==> src/rtl/ssipa_pkg.sv <==
package ssipa_pkg;

	// Item kinds carried on the input tuser
	localparam logic [1:0] KIND_SAMPLE = 2'd0;
	localparam logic [1:0] KIND_READ   = 2'd1;
	localparam logic [1:0] KIND_CLEAR  = 2'd2;

	localparam int SSIPA_TABLE_SLOTS = 256;
	localparam int NUM_COUNTS        = 9;
	localparam int ADDR_W            = 29;
	localparam int COUNT_W           = 8;
	localparam int SUM_W             = 64;
	localparam int IDX_W             = 8;
	localparam int DROP_BIT          = 8;
	localparam int IN_DATA_W         = 128;
	localparam int OUT_USER_W        = 3;

	// Classified item handed from the front to the back
	typedef struct packed {
		logic [1:0]                       kind;
		logic [ADDR_W-1:0]                addr;
		logic [NUM_COUNTS*COUNT_W-1:0]    counts;
		logic                             drop;
		logic [IDX_W-1:0]                 idx;
	} item_t;

	// Readout order of the sums: active, control, pipe, send, distance,
	// scoreboard, sync, fetch, other
	function automatic logic [3:0] read_order(input logic [3:0] k);
		logic [3:0] r;
		case (k)
			4'd0: r = 4'd0;
			4'd1: r = 4'd2;
			4'd2: r = 4'd3;
			4'd3: r = 4'd4;
			4'd4: r = 4'd5;
			4'd5: r = 4'd6;
			4'd6: r = 4'd7;
			4'd7: r = 4'd8;
			4'd8: r = 4'd1;
			default: r = 4'd0;
		endcase
		return r;
	endfunction

endpackage

==> src/rtl/ssipa_front.sv <==
module ssipa_front
	import ssipa_pkg::*;
(
	input  logic                 clk,
	input  logic                 arst_n,
	input  logic                 s_tvalid,
	output logic                 s_tready,
	input  logic [IN_DATA_W-1:0] s_tdata,
	input  logic [1:0]           s_tuser,
	output logic                 q_valid,
	output item_t                q_item,
	input  logic                 q_pop
);

	item_t      entry_q [2];
	logic       wr_ptr_q;
	logic       rd_ptr_q;
	logic [1:0] fill_q;
	logic       push;
	item_t      cls;
	logic [100:0] rec;
	logic       known;

	// Classify: pull address, counts and drop bit out of the raw record
	assign rec         = s_tdata[100:0];
	assign cls.kind    = s_tuser;
	assign cls.addr    = rec[ADDR_W-1:0];
	assign cls.counts  = rec[100:ADDR_W];
	assign cls.drop    = s_tdata[101 + DROP_BIT];
	assign cls.idx     = s_tdata[124:117];
	assign known       = (s_tuser == KIND_SAMPLE) || (s_tuser == KIND_READ) ||
	                     (s_tuser == KIND_CLEAR);

	assign s_tready = (fill_q != 2'd2);
	// Drop unused kinds at the door
	assign push     = s_tvalid && s_tready && known;
	assign q_valid  = (fill_q != 2'd0);
	assign q_item   = entry_q[rd_ptr_q];

	// Queue storage
	always_ff @(posedge clk) begin
		if (push) begin
			entry_q[wr_ptr_q] <= cls;
		end
	end

	// Queue pointers
	always_ff @(posedge clk or negedge arst_n) begin
		if (!arst_n) begin
			wr_ptr_q <= 1'b0;
			rd_ptr_q <= 1'b0;
			fill_q   <= 2'd0;
		end else begin
			if (push) begin
				wr_ptr_q <= ~wr_ptr_q;
			end
			if (q_pop) begin
				rd_ptr_q <= ~rd_ptr_q;
			end
			case ({push, q_pop})
				2'b10: fill_q <= fill_q + 2'd1;
				2'b01: fill_q <= fill_q - 2'd1;
				default: fill_q <= fill_q;
			endcase
		end
	end

endmodule

==> config.mk <==
export PLATFORM = sky130hd
export DESIGN_NAME = ssipa_front
export DESIGN_NICKNAME = d
export VERILOG_FILES = /design/src/rtl/ssipa_pkg.sv /design/src/rtl/ssipa_front.sv
export SDC_FILE = /design/constraint.sdc
export NUM_CORES = 1
export LEC_CHECK = 0
export ABC_AREA = 1
export BUFFER_PORTS_ARGS = -buffer_cell sky130_fd_sc_hd__buf_4
export CAP_MARGIN = 20
export CORE_MARGIN = 1
export CORE_UTILIZATION = 50
export CTS_BUF_LIST = sky130_fd_sc_hd__clkbuf_16
export DETAILED_ROUTE_END_ITERATION = 6
export HOLD_SLACK_MARGIN = 0.1
export PLACE_DENSITY_LB_ADDON = 0.3
export SLEW_MARGIN = 5
export SYNTH_ARGS = -nofsm -noshare
export SYNTH_HDL_FRONTEND = slang
export SYNTH_SLANG_ARGS = --single-unit
==> constraint.sdc <==
create_clock -name clk -period 8.5 [get_ports clk]
set_clock_uncertainty 0.1 [all_clocks]
set_input_delay 1.275 -clock clk [delete_from_list [all_inputs] [get_ports clk]]
set_output_delay 1.275 -clock clk [all_outputs]
set_load 0.01 [all_outputs]
### After elaboration in Yosys (flattened, before gate mapping)

Memory sizes are Yosys's and may differ from the RTL's.
Index checks and enable logic that the tools add are counted.

* input bits: 134
* memories: 1
* output and inout port bits: 114
* logic and storage cells: 23
* bits in latches: 0
* bits in read-only memories: 0
* register bits: 4
* memory bits (writable): 224

* $mul: 0
* order comparisons: 0
* shifts and indexed selects: 0
* multiplexer cells: 3
* equal/unequal tests: 5
* div/mod/pow operators: 0
* bitwise gates (word level): 2
* add/sub/neg operators: 2
* reductions and logical operators: 7

Memories
* entry_q: words 2, bits a word 112, read ports 1, clocked after Yosys merged registers in 0, write ports 1, line ssipa_front.sv:15 `item_t entry_q [2];`

Operators with widths (count)
* 2-bit by 1-bit equality test with 1-bit output, second input constant: 2
* 2-bit equality test, second input constant: 2
* 2-bit one-hot mux with 2 select lines: 1
* 2-bit nonzero test: 2
* 2-bit by 1-bit adder with 2-bit output, second input constant: 1
* 1-bit logical AND: 2
* 2-bit logical NOT: 1
* 1-bit logical OR: 2
* 1-bit two-way mux: 2
* 2-bit inequality test, second input constant: 1
* 1-bit inverter: 2
* 2-bit by 1-bit subtractor with 2-bit output, second input constant: 1

### Longest topological paths before layout

Gate-level depths: netlist (run 1).

* depth after elaboration: 6
* gate-level depth with buffers: 9
* depth with buffers taken out: 9

### Worst setup path before layout (run 1)

Ideal clock, no wire load.

* kind: input-to-reg
* from: input s_tuser[0]
* to: memory entry_q[1][0] (netlist bit), enable pin
* buffers on the path: 0
* arrival time: 6.134 ns
* required time: 7.816 ns
* cell stages on the path: 3
* setup time: 0.584 ns
* setup slack: 1.682 ns
* cells stage by stage: nand2_1 > nand3_1 > nor2_1

* longest elaborated chain between the ends: 6
* elaborated cells between the ends (all ways): 8
* those cells by class: eq/ne: 2; mux: 2; reduce/logical: 4

Ends and longest elaborated chain
* start: declaration: line ssipa_front.sv:9 `input logic [1:0] s_tuser,`
* 2-bit by 1-bit equality test with 1-bit output / 2-bit logical NOT (equally long branches): line ssipa_front.sv:31 `assign known = (s_tuser == KIND_SAMPLE) || (s_tuser == KIND_READ) ||`
* 1-bit logical OR: line ssipa_front.sv:31
* 1-bit logical OR *: line ssipa_front.sv:31
* 1-bit logical AND *: line ssipa_front.sv:36 `assign push = s_tvalid && s_tready && known;`
* 1-bit two-way mux *: line ssipa_front.sv:42 `if (push) begin`
* 1-bit two-way mux (implied by the code) *: line ssipa_front.sv:43 `entry_q[wr_ptr_q] <= cls;`
* end: declaration: line ssipa_front.sv:15

Mark *: on every way between the ends. The rest lies on a longest branch, timed or not.

==> flow_metrics.env, run 1 <==
export IMPL_run_status="finished, final reports clean"
export IMPL_synth_most_common_cell="edfxtp_1"
export IMPL_setup_viol=0
export IMPL_syn_nets=747
export IMPL_hold_viol_final=0
export IMPL_dpl_instance_area_mm2=0.0105
export IMPL_htree_levels=1
export IMPL_synth_largest_area_cell="edfxtp_1"
export IMPL_yosys_top_cells_count="edfxtp_1, nand2_1, inv_1"
export IMPL_synth_seq_cells=228
export IMPL_portBuffers=229
export IMPL_p_per_area_mw_per_mm2=324
export IMPL_fp_dieW_um=134
export IMPL_wl_mm=16.5
export IMPL_period_share=0.464
export IMPL_dr_pass1_iters=4
export IMPL_postRouteAntennaNets=0
export IMPL_die_h_um=134
export IMPL_clock_path_buffers=3
export IMPL_core_area_mm2=0.0168
export IMPL_via_per_inst=4.79
export IMPL_p_leak_nw=4.74
export IMPL_synth_ff_type="edfxtp_1"
export IMPL_clock_fmax_mhz=253
export IMPL_ys_async_sr_fraction=0.0175
export IMPL_yosysUniqueCellTypes=18
export IMPL_io_pins=248
export IMPL_cp_end_kind="output port"
export IMPL_cts_tree="done"
export IMPL_yosysWarnings=0
export IMPL_worst_pin_slew_ns=0.913
export IMPL_antenna_found_initial=0
export IMPL_worstSetupPathType="reg2out"
export IMPL_maxSlewViolCount=0
export IMPL_dp_cells=1040
export IMPL_worstPathRequired_ns=7.12
export IMPL_hold_class="reg2reg"
export IMPL_instances_no_fill=1081
export IMPL_cts_sinks=228
export IMPL_drt_iter0_markers=289
export IMPL_clk_latency_ns=0.49
export IMPL_period_minus_slack_ns=3.95
export IMPL_drc=0
export IMPL_fin_nets=982
export IMPL_first_global_vias=5183
export IMPL_maxSlewHeadroom=0.391
export IMPL_rsz0062_at_grt="no"
export IMPL_routedWlPerCell_um=15.2
export IMPL_syn_area_mm2=0.00871
export IMPL_vias=5179
export IMPL_crit_arrival_ns=2.57
export IMPL_cts_clk_slew_worst_paths_ns=0.06
export IMPL_cts_root_buffer_cell="clkbuf_16"
export IMPL_hpwl_mm=10.6
export IMPL_grtUsageTotal=0.182
export IMPL_fin_area_mm2=0.0113
export IMPL_synth_edf_count=224
export IMPL_vdd_drop_max_mv=0.180
export IMPL_synthCells=612
export IMPL_place_congestion=0.776
export IMPL_drive_gt1_frac=0.353
export IMPL_synth_top_area_share=0.772
export IMPL_cts_buffers=23
export IMPL_initial_core_util=0.518
export IMPL_utilization=0.669
export IMPL_grt_max_degree=121
export IMPL_postCtsSetupBuffers=0
export IMPL_syn_to_final_growth_pct=29.1
export IMPL_netlist_top_cells_area="edfxtp_1, nand2_1, inv_1"
export IMPL_row_count=47
export IMPL_yosysSeqAreaShare=0.783
export IMPL_cts_resized=0
export IMPL_dieArea_mm2=0.0180
export IMPL_grt_pass1_wl_mm=25.4
export IMPL_maxCapViolations=0
export IMPL_grt_overflow_total=0
export IMPL_tns_ns=0
export IMPL_synth_avg_cell_area_um2=14.2
export IMPL_start_kind="register"
export IMPL_cts_hold_fix_buffers=0
export IMPL_finalPower_mw=3.64
export IMPL_cp_max_fo=106
export IMPL_antenna_cells=0
-- worst max-delay path, stage by stage (launching register included) --
cell and delay, ns:
dfrtp_4 0.57, buf_16 0.32, buf_4 0.36, buf_16 0.34
nand2_1 0.13, o21ai_2 0.08, buf_4 0.13
-- flip-flops by register name, summed over array words and instances, names as in the netlist --
| name | cells |
|---|---|
| rd_ptr_q | 1 |
| fill_q | 2 |
| entry_q | 224 |
| wr_ptr_q | 1 |
-- per-stage QoR --
step                      worst slack, ns  hold WS [ns]
after global routing                 4.38         0.424
after detailed placement             4.39         0.375
after global placement               4.41         0.357
after CTS                            3.86         0.389
after floorplan                      1.68         0.342
final                                4.55         0.383
-- routing by layer --
layer	wire, µm	GRT usage	vias to the layer above	part of all wire
li1	-	-	2546	-
met1	6400	0.216	2428	0.39
met2	8100	0.311	181	0.49
met3	1700	0.0680	24	0.10
met4	259	0.0512	0	0.016
met5	0	0	-	0
-- power by group --
group          internal, mW  switching [mW]
logic                 0.520           0.699
clock network         0.516           0.377
registers              1.47          0.0594
total                  2.51            1.14
-- cell usage in the layout, fill, tap and decap left out --
| cell type | n |
|---|---|
| buf_4 | 233 |
| edfxtp_1 | 224 |
| inv_1 | 123 |
| nand2_1 | 121 |
| o21ai_0 | 65 |
| o21ai_2 | 40 |
| clkbuf_16 | 23 |
| o21ai_1 | 7 |
| clkinv_1 | 7 |
| dfrtp_1 | 3 |
| nand3_1 | 2 |
| nand4_1 | 2 |
| buf_16 | 2 |
| nor2_4 | 1 |
| inv_4 | 1 |
| xnor2_1 | 1 |
| xor2_1 | 1 |
| ha_1 | 1 |
| clkinvlp_4 | 1 |
| bufinv_16 | 1 |
| clkinv_2 | 1 |
| dfrtp_4 | 1 |
-- kinds of logic after synthesis --
logic type                 share of synthesized area
xor gates and xnor gates                     0.00201
DFF                                            0.783
and+or+nand+nor                               0.0551
AOI/OAI and AO/OA                             0.0816
adders and majority gates                    0.00144
buffers and inverters                         0.0764
-- area by class of cell --
type	instances	area [µm²]
fill	1212	5570
inverter	118	445
sequential	228	6830
timing repair buffer	235	1800
tap	220	275
multi-input combinational	241	1230
clock buffer	23	576
clock inverter	16	91.3
-- path summary, 6_finish.rpt --
| check | slack, ns | to | startpoint | depth (start not counted) |
|---|---|---|---|---|
| setup reg to reg | 5.38 | entry_q[1][88] | fill_q[0] | 6 |
| min in group asynchronous | 0.47 | wr_ptr_q | arst_n | 1 |
| max in group asynchronous | 7.72 | rd_ptr_q | arst_n | 1 |
| hold / removal | 0.38 | wr_ptr_q | wr_ptr_q | 2 |
| setup / recovery | 4.55 | q_item[74] | rd_ptr_q | 6 |
| hold reg to reg | 0.38 | wr_ptr_q | wr_ptr_q | 2 |
(Power assumes the default switching activity.)
==> run 2: changes to the inputs <==
==> constraint.sdc (replaced) <==
create_clock -name clk -period 3.95 [get_ports clk]
set_clock_uncertainty 0.1 [all_clocks]
set_input_delay 0.5925 -clock clk [delete_from_list [all_inputs] [get_ports clk]]
set_output_delay 0.5925 -clock clk [all_outputs]
set_load 0.01 [all_outputs]
==> flow_metrics.env, run 2 (same netlist as run 1, synthesis figures left out) <==
export IMPL_cts_clk_slew_worst_paths_ns=0.06
export IMPL_multiInputGateArea_mm2=0.00123
export IMPL_worst_pin_slew_ns=0.667
export IMPL_cp_end_kind="output port"
export IMPL_path_cells="buf_12, o21ai_0, buf_4"
export IMPL_io_pins=248
export IMPL_drc=0
export IMPL_largest_reg_flops=224
export IMPL_row_count=47
export IMPL_cts_buffers=24
export IMPL_fin_nets=984
export IMPL_wl_mm=16.6
export IMPL_cp_max_fo=114
export IMPL_p_leak_nw=4.84
export IMPL_maxCapViolations=0
export IMPL_dr_pass1_iters=5
export IMPL_drt_iter0_markers=294
export IMPL_setup_viol=0
export IMPL_htree_levels=1
export IMPL_portBuffers=229
export IMPL_syn_to_final_growth_pct=31.9
export IMPL_rr_startpoint="fill_q[0]"
export IMPL_utilization=0.683
export IMPL_die_h_um=134
export IMPL_slowest_delay_ns=0.83
export IMPL_dieArea_mm2=0.0180
export IMPL_worstPathRequired_ns=3.26
export IMPL_grt_pass1_wl_mm=26.0
export IMPL_largest_register="entry_q"
export IMPL_routedWlPerCell_um=15.3
export IMPL_core_area_mm2=0.0168
export IMPL_postRouteAntennaNets=0
export IMPL_clock_path_buffers=3
export IMPL_clock_fmax_mhz=339
export IMPL_cts_sinks=228
export IMPL_period_minus_slack_ns=2.95
export IMPL_vias=5243
export IMPL_fp_dieW_um=134
export IMPL_antenna_found_initial=1
export IMPL_cts_resized=0
export IMPL_maxSlewHeadroom=0.555
export IMPL_run_status="finished, final reports clean"
export IMPL_hold_viol_final=0
export IMPL_grt_overflow_total=0
export IMPL_initial_core_util=0.518
export IMPL_regArea_mm2=0.00683
export IMPL_cts_root_buffer_cell="clkbuf_16"
export IMPL_mostFrequentLayoutCells="buf_4, edfxtp_1, nand2_1"
export IMPL_slowest_stage="dfrtp_4"
export IMPL_grtUsageTotal=0.184
export IMPL_preCtsSetupSlack_ns=1.48
export IMPL_first_global_vias=5304
export IMPL_grt_max_degree=115
export IMPL_hold_start="s_tdata[60]"
export IMPL_via_per_inst=4.82
export IMPL_hold_class="in2reg"
export IMPL_reg_top3="entry_q: 224 flops, fill_q: 2 flops"
export IMPL_maxSlewViolCount=0
export IMPL_fillers=1207
export IMPL_worstSetupPathType="reg2out"
export IMPL_crit_arrival_ns=2.26
export IMPL_cts_tree="done"
export IMPL_setup_ws_ns=0.998
export IMPL_period_share=0.747
export IMPL_drive_gt1_frac=0.362
export IMPL_tns_ns=0
export IMPL_rsz0062_at_grt="no"
export IMPL_finalPower_mw=8.37
export IMPL_p_per_area_mw_per_mm2=728
export IMPL_start_kind="register"
export IMPL_clk_latency_ns=0.50
export IMPL_vdd_drop_max_mv=0.469
export IMPL_place_congestion=0.725
export IMPL_hpwl_mm=10.9
export IMPL_mostFrequentLayoutCell="buf_4"
export IMPL_startpoint="rd_ptr_q"
==> run 2: layer usage <==
metal	up-vias	track usage	wire, µm
li1	2551	-	-
met1	2453	0.229	6570
met2	204	0.307	8150
met3	35	0.0582	1580
met4	0	0.0556	307
met5	-	0	0
==> run 2: final timing paths <==
kind                       slack (ns)  cells after the start             end
min in group asynchronous        0.38                      2       fill_q[0]
setup / recovery                  1.0                      3       q_item[5]
max in group asynchronous        3.26                      2        rd_ptr_q
hold / removal                   0.17                      1  entry_q[0][40]
setup reg to reg                 1.76                      5  entry_q[0][20]
hold reg to reg                  0.40                      1       fill_q[0]
==> run 2: worst max-delay path: cells and delay by family (launching register included) <==
kind / cells / cell delay [ns]
AOI/OAI and AO/OA: 1 / 0.24
buffers and inverters: 2 / 0.61
DFF: 1 / 0.83
==> run 2: final cells by class <==
| cell class | instances | share of cell area |
|---|---|---|
| diodes | 1 | 0.000218 |
| clock buffers | 25 | 0.0544 |
| clock inverters | 19 | 0.0229 |
| inverters | 118 | 0.0388 |
| multi-input cells | 241 | 0.107 |
| flip-flops and latches | 228 | 0.594 |
| well taps | 220 | 0.0239 |
| repair buffers | 236 | 0.159 |
==> run 2: timing repair <==
action                    4_1_cts  5_1_grt
hold buffers                    1        0
hold endpoints to repair        4        0
buffers inserted                0        0
==> run 2: stage by stage <==
stage               instances  hold slack, ns  area (µm²)
finish                   1088           0.173       11500
detailed placement       1042           0.294       10600
CTS                      1087           0.151       11500
floorplan                 612           0.197        8720
global route             1087           0.152       11500
global placement         1042           0.291       10600
==> run 2: report_power, final <==
group | switching (mW) | leakage, nW | internal [mW] | total, mW
registers | 0.188 | 2.11 | 3.16 | 3.35
logic | 1.45 | 2.28 | 1.11 | 2.57
clock network | 0.865 | 0.439 | 1.60 | 2.46
